[config.mk]
export PLATFORM = sky130hd
export DESIGN_NAME = pnr_queue
export DESIGN_NICKNAME = d
export VERILOG_FILES = /design/src/rtl/pnr_pkg.sv /design/src/rtl/pnr_queue.sv
export SDC_FILE = /design/constraint.sdc
export NUM_CORES = 1
export LEC_CHECK = 0
export BUFFER_PORTS_ARGS = -buffer_cell sky130_fd_sc_hd__clkbuf_2
export CAP_MARGIN = 20
export CELL_PAD_IN_SITES_DETAIL_PLACEMENT = 0
export CELL_PAD_IN_SITES_GLOBAL_PLACEMENT = 2
export CORE_ASPECT_RATIO = 1.4
export CORE_MARGIN = 4
export CORE_UTILIZATION = 45
export DETAILED_ROUTE_END_ITERATION = 7
export PLACE_DENSITY_LB_ADDON = 0.05
export SLEW_MARGIN = 10
export SYNTH_ARGS = -nofsm -noshare
export SYNTH_HDL_FRONTEND = slang
export SYNTH_SLANG_ARGS = --single-unit
export TNS_END_PERCENT = 10
[constraint.sdc]
create_clock -name clk -period 5.54 [get_ports clk]
set_input_delay 1.108 -clock clk [delete_from_list [all_inputs] [get_ports clk]]
set_output_delay 1.108 -clock clk [all_outputs]
set_load 0.005 [all_outputs]
[src/rtl/pnr_pkg.sv]
package pnr_pkg;

    localparam int MAX_ITEMS = 64;
    localparam int IDX_W     = $clog2(MAX_ITEMS);
    localparam int CNT_W     = $clog2(MAX_ITEMS + 1);
    localparam int Q_DEPTH   = 4;
    localparam int Q_PTR_W   = $clog2(Q_DEPTH);
    localparam int Q_CNT_W   = $clog2(Q_DEPTH + 1);

    typedef struct packed {
        logic [31:0] arrival;
        logic [31:0] travel;
        logic [31:0] waiting;
        logic [31:0] cost;
        logic [15:0] transfer;
    } obj_t;

    // one command from the load side to the ranking engine
    typedef struct packed {
        obj_t             obj;
        logic             store;
        logic [IDX_W-1:0] idx;
        logic [CNT_W-1:0] count;
        logic             last;
        logic             ovf;
    } cmd_t;

    typedef enum logic [1:0] {
        BK_IDLE,
        BK_BUILD,
        BK_PEEL,
        BK_OUT
    } back_state_t;

    // a dominates b: nowhere greater, somewhere smaller
    function automatic logic beats(obj_t a, obj_t b);
        logic worse;
        logic better;
        worse  = (a.arrival > b.arrival) || (a.travel > b.travel) ||
                 (a.waiting > b.waiting) || (a.cost > b.cost) ||
                 (a.transfer > b.transfer);
        better = (a.arrival < b.arrival) || (a.travel < b.travel) ||
                 (a.waiting < b.waiting) || (a.cost < b.cost) ||
                 (a.transfer < b.transfer);
        return !worse && better;
    endfunction

endpackage

[src/rtl/pnr_queue.sv]
module pnr_queue (
    input  logic          clk,
    input  logic          rst_n,
    input  logic          push,
    input  pnr_pkg::cmd_t push_cmd,
    output logic          full,
    input  logic          pop,
    output logic          not_empty,
    output pnr_pkg::cmd_t head
);

    pnr_pkg::cmd_t                 slot_reg [pnr_pkg::Q_DEPTH];
    logic [pnr_pkg::Q_PTR_W-1:0]   wr_reg, wr_next;
    logic [pnr_pkg::Q_PTR_W-1:0]   rd_reg, rd_next;
    logic [pnr_pkg::Q_CNT_W-1:0]   cnt_reg, cnt_next;
    logic                          do_pop;

    function automatic logic [pnr_pkg::Q_CNT_W-1:0] Q_ext(logic b);
        return {{(pnr_pkg::Q_CNT_W-1){1'b0}}, b};
    endfunction

    assign full      = (cnt_reg == pnr_pkg::Q_CNT_W'(pnr_pkg::Q_DEPTH));
    assign not_empty = (cnt_reg != '0);
    assign head      = slot_reg[rd_reg];
    assign do_pop    = pop && not_empty;

    // pointer and fill bookkeeping
    always_comb
    begin
        wr_next  = push ? wr_reg + 1'b1 : wr_reg;
        rd_next  = do_pop ? rd_reg + 1'b1 : rd_reg;
        cnt_next = cnt_reg + Q_ext(push) - Q_ext(do_pop);
    end

    always_ff @(posedge clk or negedge rst_n)
    begin
        if (!rst_n)
        begin
            wr_reg  <= '0;
            rd_reg  <= '0;
            cnt_reg <= '0;
        end
        else
        begin
            wr_reg  <= wr_next;
            rd_reg  <= rd_next;
            cnt_reg <= cnt_next;
        end
    end

    // payload slots
    always_ff @(posedge clk)
    begin
        if (push)
        begin
            slot_reg[wr_reg] <= push_cmd;
        end
    end

endmodule

==> flow_metrics.tcl <==
set metrics [dict create \
    status "complete, no violations" \
    finalHoldViolCount 0 \
    setup_viol 0 \
    portBuffers 325 \
    post-place-ws_ps 2170 \
    endpoint_kind "output pin" \
    drc_errors 0 \
    cts_root_buffer "clkbuf_16" \
    max-clock-path-buffers 3 \
    grt_max_degree 135 \
    largest_reg_flops 640 \
    utilization 0.541 \
    cp-start-kind "flop" \
    cts_made_buffers 60 \
    ys_types 18 \
    grt.overflow.total 0 \
    synth_nets 1042 \
    arrival_ps 2800 \
    first_pass_iters 6 \
    rsz0062_at_grt "false" \
    first_iter_violations 561 \
    clk_latency_ps 600 \
    io_pins 326 \
    fp.dieArea_um2 55900 \
    grtUsageTotal 0.171 \
    hold_path_class "in -> async" \
    syn-cell-area_um2 23500 \
    ir_drop_mv 0.381 \
    chipHeight_um 278 \
    cts_sinks 647 \
    finalCritPeriodShare 0.705 \
    vias_per_cell 5.32 \
    die_w_um 201 \
    period_needed_ps 3900 \
    clock_skew_ps 18.0 \
    worstMarginPinSlew_ps 1070 \
    cp_cell_sequence "buf_12 -> mux4_2 -> clkbuf_2" \
    rows 98 \
    tns_ps 0 \
    ys_seq_elements 647 \
    via_count 10284 \
    ant_nets 0 \
    worstSetupPathType "reg -> out" \
    grt_pass1_wl_um 72500 \
    wl_um 48100 \
    htreeDepth 2 \
    cts-resized-gates 0 \
    cpMaxStageDelayCell "dfrtp_4" \
    area_growth_pct 18.5 \
    dp_hpwl_um 29100 \
    cts_setup_buffers 0 \
    ys_seq_area_frac 0.827 \
    finalNetCount 1411 \
    grt_antenna_before_repair 9 \
    drt-wirelength-per-cell_um 24.9 \
    syn_inst 871 \
    drv_cap 0 \
    initial_core_util 0.457 \
    slew-limit-headroom 0.289 \
    cts_hold_buffers 0 \
    postSynthAreaPerCell_um2 26.9 \
    cts.reportedPaths.clkPinSlew_ps 60 \
    grt_pass1_vias 11117 \
    drv_slew 0 \
    cts_tree "done" \
    core-area_um2 51400 \
    final_layout_size_suffix_gt1_frac 0.462 \
    cp_max_fo 39 \
    setup_slack_ps 1640 \
    stdcell_count 1933 \
    synth_warnings 0 \
    fmax_ghz 0.256 \
    max_stage_delay_ps 970 \
    place_congestion 0.710 \
    num-fill-cells 3966 \
    place_inst 1828 \
    worstPathRequired_ps 4430 \
    p_leak_uw 0.00950 \
    powerDensity_nw_per_um2 526 \
]
where the power goes:
part	switching [uW]	internal [uW]
combinational	2050	1900
sequential	337	6400
clock	1680	2260
metrics by stage:
stage | cell area [um2] | hold slack, ps | power [uW]
CTS | 27800 | 302 | 15000
floorplan | 23500 | 491 | 9250
finish | 27800 | 345 | 14600
global placement | 25900 | 546 | 11000
detailed placement | 25900 | 538 | 11000
global route | 27800 | 320 | 15400
cells in the mapped netlist:
library cell	number	share of area
o31a_1	1	0.00037
ha_1	6	0.0032
o311ai_0	1	0.00037
edfxtp_1	640	0.82
clkbuf_1	7	0.0011
xnor2_1	3	0.0011
mux4_2	160	0.15
and2_1	4	0.0011
inv_1	6	0.00096
buf_6	10	0.0048
fa_1	1	0.00085
and3_1	1	0.00027
xor2_1	2	0.00075
buf_2	19	0.0041
or3_1	1	0.00027
nand2_1	1	0.00016
o21ai_0	1	0.00021
dfrtp_1	7	0.0075
area by class of cell:
cell class / count / area [um2] / share of cell area
flip-flops and latches: 647 / 19400 / 0.698
multi-input cells: 182 / 3820 / 0.137
repair buffers: 343 / 1860 / 0.0670
clock buffers: 68 / 1550 / 0.0559
well taps: 650 / 813 / 0.0293
clock inverters: 33 / 310 / 0.0112
inverters: 6 / 22.5 / 0.000810
diodes: 4 / 10.0 / 0.000360
layer usage:
layer / global-route usage / wire [um]
met1: 0.223 / 18900
met2: 0.285 / 24600
met3: 0.0542 / 3510
met4: 0.0450 / 1040
met5: 0 / 61
path summary, 6_finish.rpt:
check                           from               to  slack, ps  cells after the start
min reg2reg                wr_reg[0]        wr_reg[0]        550                      1
max in group asynchronous      rst_n        rd_reg[0]       4980                      1
min                            rst_n        rd_reg[1]        350                      1
max reg2reg                wr_reg[0]  slot_reg[2][93]       3100                      4
min in group clk           wr_reg[0]        wr_reg[0]        550                      1
max                        rd_reg[0]         head[89]       1640                      3
critical path: cells and delay by family (launching register included):
kind	cells	cell delay (ps)
buf+inv	2	520
flops	1	970
mux	1	590
kinds of logic after synthesis:
group,Yosys count,synth area share
xor gates and xnor gates,5,0.00187
and+or+nand+nor,7,0.00176
adders and majority gates,7,0.00405
AOI/OAI and AO/OA,3,0.000960
buffers and inverters,42,0.0109
muxes,160,0.154
DFF,647,0.827
placed cells by master (no fill, tap or decap), types with 2 or more instances in the layout:
master / n
diode_2: 4
buf_4: 10
xor2_1: 2
clkbuf_2: 325
inv_6: 2
dfrtp_4: 2
clkinv_2: 12
ha_1: 6
clkbuf_16: 61
bufinv_16: 6
edfxtp_1: 640
buf_12: 8
inv_1: 6
xnor2_1: 3
dfrtp_1: 5
clkbuf_1: 7
mux4_2: 160
and2_4: 4
clkinv_1: 12
Power figures use the tool's default switching activity.
