[src/rtl/pnr_pkg.sv]
package pnr_pkg;

    localparam int MAX_ITEMS = 64;
    localparam int IDX_W     = $clog2(MAX_ITEMS);
    localparam int CNT_W     = $clog2(MAX_ITEMS + 1);
    localparam int Q_DEPTH   = 4;
    localparam int Q_PTR_W   = $clog2(Q_DEPTH);
    localparam int Q_CNT_W   = $clog2(Q_DEPTH + 1);

    typedef struct packed {
        logic [31:0] arrival;
        logic [31:0] travel;
        logic [31:0] waiting;
        logic [31:0] cost;
        logic [15:0] transfer;
    } obj_t;

    // one command from the load side to the ranking engine
    typedef struct packed {
        obj_t             obj;
        logic             store;
        logic [IDX_W-1:0] idx;
        logic [CNT_W-1:0] count;
        logic             last;
        logic             ovf;
    } cmd_t;

    typedef enum logic [1:0] {
        BK_IDLE,
        BK_BUILD,
        BK_PEEL,
        BK_OUT
    } back_state_t;

    // a dominates b: nowhere greater, somewhere smaller
    function automatic logic beats(obj_t a, obj_t b);
        logic worse;
        logic better;
        worse  = (a.arrival > b.arrival) || (a.travel > b.travel) ||
                 (a.waiting > b.waiting) || (a.cost > b.cost) ||
                 (a.transfer > b.transfer);
        better = (a.arrival < b.arrival) || (a.travel < b.travel) ||
                 (a.waiting < b.waiting) || (a.cost < b.cost) ||
                 (a.transfer < b.transfer);
        return !worse && better;
    endfunction

endpackage

[src/rtl/pnr_front.sv]
module pnr_front (
    input  logic                clk,
    input  logic                rst_n,
    input  logic                start,
    output logic                busy,
    input  logic [31:0]         arrival_time,
    input  logic [31:0]         travel_time,
    input  logic [31:0]         waiting_time,
    input  logic [31:0]         route_cost,
    input  logic [15:0]         transfer_count,
    input  logic                last_item,
    input  logic                q_full,
    output logic                push,
    output pnr_pkg::cmd_t       push_cmd
);

    logic [pnr_pkg::CNT_W-1:0] cnt_reg, cnt_next;
    logic                      ovf_reg, ovf_next;
    logic                      room;

    assign busy = q_full;
    assign push = start && !busy;
    assign room = (cnt_reg < pnr_pkg::CNT_W'(pnr_pkg::MAX_ITEMS));

    // classify the item: stored or dropped, and close the set on last
    always_comb
    begin
        push_cmd.obj.arrival  = arrival_time;
        push_cmd.obj.travel   = travel_time;
        push_cmd.obj.waiting  = waiting_time;
        push_cmd.obj.cost     = route_cost;
        push_cmd.obj.transfer = transfer_count;
        push_cmd.store        = room;
        push_cmd.idx          = cnt_reg[pnr_pkg::IDX_W-1:0];
        push_cmd.count        = room ? cnt_reg + 1'b1 : cnt_reg;
        push_cmd.last         = last_item;
        push_cmd.ovf          = ovf_reg || !room;
        cnt_next = cnt_reg;
        ovf_next = ovf_reg;
        if (push)
        begin
            if (last_item)
            begin
                cnt_next = '0;
                ovf_next = 1'b0;
            end
            else
            begin
                cnt_next = push_cmd.count;
                ovf_next = push_cmd.ovf;
            end
        end
    end

    always_ff @(posedge clk or negedge rst_n)
    begin
        if (!rst_n)
        begin
            cnt_reg <= '0;
            ovf_reg <= 1'b0;
        end
        else
        begin
            cnt_reg <= cnt_next;
            ovf_reg <= ovf_next;
        end
    end

endmodule

[config.mk]
export PLATFORM = sky130hd
export DESIGN_NAME = pnr_front
export DESIGN_NICKNAME = d
export VERILOG_FILES = /design/src/rtl/pnr_pkg.sv /design/src/rtl/pnr_front.sv
export SDC_FILE = /design/constraint.sdc
export NUM_CORES = 1
export LEC_CHECK = 0
export BUFFER_PORTS_ARGS = -buffer_cell sky130_fd_sc_hd__buf_4
export CORE_AREA = 3 3 119 121
export CTS_BUF_LIST = sky130_fd_sc_hd__clkbuf_8
export DETAILED_ROUTE_END_ITERATION = 16
export DIE_AREA = 0 0 122 124
export GPL_TIMING_DRIVEN = 0
export HOLD_SLACK_MARGIN = 0.1
export PLACE_DENSITY = 0.43
export SYNTH_ARGS = -nofsm -noshare
export SYNTH_HDL_FRONTEND = slang
export SYNTH_SLANG_ARGS = --single-unit
[constraint.sdc]
create_clock -name clk -period 1.4 [get_ports clk]
set_input_delay 0.07 -clock clk [delete_from_list [all_inputs] [get_ports clk]]
set_output_delay 0.07 -clock clk [all_outputs]
set_load 0.05 [all_outputs]
==> impl_metrics.csv, run 1 <==
group,metric,value,unit
outcome,outcome,"finished with violations",
outcome,failed_checks,"negative setup slack",
logic_synthesis,async_flop_share,1.00,
grt,grtUsageTotal,0.0774,
logic_synthesis,synth_common_cells,"buf_4 (153), dfrtp_1 (8), xnor2_1 (4), nor2_1 (3)",
logic_synthesis,synth_area,1630,µm²
floorplanning,die_w,122,µm
placement,dp.cells,540,
finish,antennaDiodeCount,0,
logic_synthesis,yosysSeqAreaShare,0.123,
logic_synthesis,synth_cells,198,
floorplanning,io_pins,311,
setup_path,worstPathMaxFanout,3,
setup_path,end_kind,"output port",
grt,grt-ovfl-total,0,
logic_synthesis,synth_top_cell_by_area,"buf_4",
logic_synthesis,yosysMostFrequentCell,"buf_4",
logic_synthesis,ys_ff_latch,8,
floorplanning,die-area,15100,µm²
grt,grt_max_degree,11,
clock_tree,cts_tree,"done",
logic_synthesis,synth_cell_types,29,
power,p_per_area,778,nW/µm²
route,drc,0,
route,routedWlPerCell,13.1,µm
route,drt_iter0_markers,39,
placement,placed_cell_area,3160,µm²
setup_path,crit_arrival,1410,ps
timing,max_freq,675,MHz
run,maxCapViolCount,0,
clock_tree,clk_pin_slew,40,ps
timing,fin_crit,1480,ps
placement,hpwl,6640,µm
finish,nets,529,
route,viasPerCell,3.11,
finish,design_area,3350,µm²
floorplanning,core_area,13200,µm²
setup_path,rr_endpoint,"cnt_reg[5]$_DFFE_PN0P_",
floorplanning,rows,42,
grt,grt_pass1_wl,9230,µm
clock_tree,numClockSinks,8,
grt,antenna_found_initial,0,
power,p_leak,0.00188,µW
timing,finalSetupViolations,5,
logic_synthesis,synth_edf_count,0,
clock_tree,cts-root-buf,"clkbuf_8",
logic_synthesis,synth_ff_type,"dfrtp_1",
setup_path,r2r_setup_slack,-40,ps
floorplanning,die-height,124,µm
power,ir_drop,0.317,mV
setup_path,required,1330,ps
clock_tree,numCtsBuffers,3,
floorplanning,initial_core_util,0.124,
finish,area_growth_syn_to_layout,106,%
clock_tree,htree_num_levels,1,
placement,place_congestion,0.774,
route,vias,1725,
grt,grt_pass1_vias,1633,
min_path,hp-class,"input pin to async pin",
finish,layout-drive-gt1-share,0.934,
placement,port_buffers,166,
finish,final_util,0.254,
setup_path,startpoint,"cnt_reg[1]$_DFFE_PN0P_",
setup_path,r2r_cells,5,
clock_tree,clockBufferDepth,2,
setup_path,critPathKind,"register to output port",
finish,final_cells,554,
logic_synthesis,synth_area_leaders,"buf_4 (70%), dfrtp_1 (12%), xnor2_1 (2.1%)",
timing,final-max-slew-violation-count,0,
logic_synthesis,syn_area_per_cell,8.24,µm²
setup_path,regToRegStartpoint,"cnt_reg[1]$_DFFE_PN0P_",
logic_synthesis,synth_warnings,0,
setup_path,critPathCapture,"push_cmd[6]",
route,drt-total-wl,7280,µm
logic_synthesis,yosys.area.top_type_share,0.704,
timing,max_slew_margin,0.813,
logic_synthesis,syn_nets,348,
timing,max_slew.worst_pin.slew,280,ps
timing,period_share,1.06,
timing,clock_skew,0.843,ps
clock_tree,clk_latency,230,ps
timing,setup_slack,-81.2,ps
route,ant_nets,0,
timing,rsz0062_at_grt,"true",
setup_path,cp-start-kind,"register",
route,first_pass_iters,4,
timing,hold_viol,0,
finish,largest_reg_flops,7,
[per-stage QoR]
stage / worst slack [ps] / total power (µW) / hold slack, ps / TNS [ps]
after global routing: -115 / 2710 / 224 / -497
after global placement: -95.3 / 2240 / -99.9 / -279
after detailed placement: -125 / 2240 / -99.6 / -327
after CTS: -98.5 / 2610 / 211 / -334
after floorplan: -226 / 1770 / -226 / -449
final: -81.2 / 2610 / 220 / -202
[power breakdown]
group / leakage (µW) / internal, µW / switching (µW)
registers: 0.0000958 / 260 / 41.7
logic: 0.00176 / 764 / 1250
clock network: 0.0000269 / 191 / 104
total: 0.00188 / 1210 / 1390
[cell usage in the layout (no fill, tap or decap), types with 2 or more instances in the layout]
master / instances
dfrtp_1: 2
nor2_1: 2
buf_6: 7
clkbuf_8: 3
nor2b_1: 2
buf_4: 320
xnor2_2: 2
inv_1: 3
a22o_1: 2
dfrtp_2: 6
[worst min-delay path by stage]
stage / slack (ps) / start / depth (start not counted) / end
3_3_place_gp: -100 / rst_n / 1 / cnt_reg[1]$_DFFE_PN0P_
2_1_floorplan: -230 / rst_n / 0 / cnt_reg[0]$_DFFE_PN0P_
3_5_place_dp: -100 / rst_n / 1 / cnt_reg[6]$_DFFE_PN0P_
6_report: 220 / rst_n / 2 / cnt_reg[6]$_DFFE_PN0P_
5_1_grt: 220 / rst_n / 2 / cnt_reg[0]$_DFFE_PN0P_
4_1_cts: 210 / rst_n / 2 / ovf_reg$_DFFE_PN0P_
[layout make-up]
| type | count | area (µm²) |
|---|---|---|
| plain buffers | 154 | 1150 |
| clock buffers | 3 | 41.3 |
| clock inverters | 1 | 3.75 |
| fillers | 1438 | 9840 |
| inverters | 2 | 7.51 |
| multi-input cells | 34 | 362 |
| flip-flops and latches | 8 | 208 |
| well taps | 176 | 220 |
| repair buffers | 176 | 1360 |
[timing repair]
item,CTS,global route
buffers inserted,7,2
pin swaps,5,2
resized for setup,15,6
setup endpoints to repair,8,9
hold buffers,1,0
endpoints found under the hold margin,8,0
[cells by family after synthesis]
logic type,count (synthesis),share of synthesized area
and+or+nand+nor,18,0.0752
adders and majority gates,1,0.00767
buffers and inverters,156,0.712
AOI/OAI and AO/OA,9,0.0491
DFF,8,0.123
muxes,1,0.00690
xor gates and xnor gates,5,0.0268
[critical path, cell delays in order (launching register included)]
cell and delay, ps:
dfrtp_2 390, ha_4 150, nand4b_1 240, xnor2_4 210, buf_6 180
[per-layer routing]
metal | track usage | wire length [µm] | vias to the layer above
met5 | 0 | 0 | -
met4 | 0.00840 | 21 | 0
met3 | 0.0300 | 851 | 3
met2 | 0.160 | 4420 | 131
met1 | 0.0738 | 1990 | 760
li1 | - | - | 831
No activity file was read; power rests on OpenSTA's default activity.
==> run 2, diff against run 1 <==
--- a/config.mk
+++ b/config.mk
@@ -13,6 +13,7 @@
 export GPL_TIMING_DRIVEN = 0
 export HOLD_SLACK_MARGIN = 0.1
 export PLACE_DENSITY = 0.43
+export SKIP_CTS_REPAIR_TIMING = 1
 export SYNTH_ARGS = -nofsm -noshare
 export SYNTH_HDL_FRONTEND = slang
 export SYNTH_SLANG_ARGS = --single-unit
==> run 2 against run 1 <==
Compared with the run above:
- clock skew fell by 0.51 ps
- maximum frequency decreased by 3.5%
- largest power group unchanged
- global-route usage decreased by 0.17 points
- die area is the same
- combinational power is essentially flat
- sequential power increased by 4%
- wire length is essentially flat
- worst setup slack worse by 54 ps
- cell count did not move
- the run still ends with negative setup slack left
==> impl_metrics.csv, run 2 (same netlist as run 1, synthesis figures left out) <==
group,metric,value,unit
route,drt_iter0_markers,43,
clock_tree,cts_tree,"done",
route,viasPerCell,3.09,
timing,max_freq,652,MHz
setup_path,required,1330,ps
timing,max_slew_margin,0.803,
clock_tree,numCtsBuffers,3,
power,ir_drop,0.317,mV
finish,nets,529,
setup_path,regToRegStartpoint,"cnt_reg[1]$_DFFE_PN0P_",
power,p_sw_frac,0.533,
clock_tree,cts-root-buf,"clkbuf_8",
setup_path,startpoint,"cnt_reg[1]$_DFFE_PN0P_",
timing,max_slew.worst_pin.slew,296,ps
finish,regArea,208,µm²
route,drt-total-wl,7270,µm
clock_tree,numClockSinks,8,
finish,layout-drive-gt1-share,0.931,
floorplanning,initial_core_util,0.124,
clock_tree,htree_num_levels,1,
grt,grt_max_degree,11,
floorplanning,die-height,124,µm
finish,antennaDiodeCount,0,
power,p_per_area,778,nW/µm²
timing,period_share,1.10,
timing,fin_crit,1530,ps
timing,hold_viol,0,
power,pwr-share-seq,0.121,
grt,grt-ovfl-total,0,
finish,final_common_cell,"buf_4",
grt,grt_pass1_vias,1585,
finish,multiInputGateArea,357,µm²
floorplanning,die_w,122,µm
power,p_comb_frac,0.768,
grt,grtUsageTotal,0.0756,
run,maxCapViolCount,0,
finish,final_util,0.254,
timing,rsz0062_at_grt,"true",
finish,mostFrequentLayoutCells,"buf_4 (320), buf_6 (8), dfrtp_2 (6)",
power,pwr-share-clk,0.111,
timing,finalSetupViolations,6,
grt,grt_pass1_wl,8990,µm
setup_path,crit_slowest_cell,"dfrtp_2",
floorplanning,rows,42,
clock_tree,clockBufferDepth,2,
route,routedWlPerCell,13.1,µm
timing,fin_hold_ws,220,ps
setup_path,cpPeakStageDelay,420,ps
timing,setup_slack,-135,ps
setup_path,path_cells,"ha_4 > nand4b_1 > xnor2_4 > buf_6",
route,first_pass_iters,4,
placement,port_buffers,166,
floorplanning,io_pins,311,
outcome,failed_checks,"negative setup slack",
setup_path,end_kind,"output port",
outcome,outcome,"finished with violations",
floorplanning,die-area,15100,µm²
setup_path,crit_arrival,1460,ps
setup_path,cp-start-kind,"register",
timing,setup-tns-final,-460,ps
min_path,hp-class,"input pin to async pin",
route,drc,0,
setup_path,worstPathMaxFanout,5,
clock_tree,clk_latency,230,ps
route,vias,1712,
grt,antenna_found_initial,0,
clock_tree,clk_pin_slew,40,ps
finish,area_growth_syn_to_layout,105,%
floorplanning,core_area,13200,µm²
setup_path,critPathKind,"register to output port",
timing,clock_skew,0.337,ps
power,p_switching,1390,µW
placement,place_congestion,0.774,
placement,hpwl,6640,µm
finish,largest_reg_flops,7,
timing,final-max-slew-violation-count,0,
placement,pre_cts_ws,-125,ps
finish,fillers,1440,
power,p_leak,0.00188,µW
power,p_int,1220,µW
route,ant_nets,0,
run 2: routing by layer:
metal	vias up	part of all wire	global-route usage
li1	831	-	-
met1	753	0.27	0.0711
met2	128	0.61	0.156
met3	0	0.12	0.0304
met4	0	0	0.00840
met5	-	0	0
run 2: metrics by stage:
stage          power (µW)  std cells  cell area [µm²]
3_3_place_gp         2240        540             3160
2_1_floorplan        1770        198             1690
3_5_place_dp         2240        540             3160
5_1_grt              2710        554             3340
6_report             2600        554             3340
4_1_cts              2540        544             3200
run 2: area by class of cell:
cell class,count,area share
Buffer,154,0.345
Clock buffer,3,0.0123
Clock inverter,1,0.00112
Inverter,2,0.00224
Multi-Input combinational cell,34,0.107
Sequential cell,8,0.0621
Tap cell,176,0.0658
Timing Repair Buffer,176,0.405
run 2: worst paths after layout:
check                      slack, ps                     end  cells past startpoint
min in group clk                 250  cnt_reg[6]$_DFFE_PN0P_                      3
setup reg to reg                 -90  cnt_reg[4]$_DFFE_PN0P_                      4
max in group asynchronous       1040  cnt_reg[3]$_DFFE_PN0P_                      2
setup / recovery                -130             push_cmd[6]                      4
hold reg to reg                  570     ovf_reg$_DFFE_PN0P_                      2
hold / removal                   220  cnt_reg[6]$_DFFE_PN0P_                      2
run 2: worst max-delay path, delay by kind of cell (launching register included):
family / cells / cell delay (ps)
XOR/XNOR: 1 / 230
adder cells (fa/ha/maj): 1 / 170
buffers and inverters: 1 / 180
flip-flops: 1 / 420
AND/OR/NAND/NOR: 1 / 240
run 2: power by group through the flow:
stage / combinational, µW / clock [µW] / sequential [µW]
after detailed placement: 1930 / 0 / 313
after global placement: 1930 / 0 / 313
after CTS: 1930 / 303 / 310
after floorplan: 1460 / 0 / 302
final: 2000 / 289 / 314
after global routing: 2080 / 307 / 320
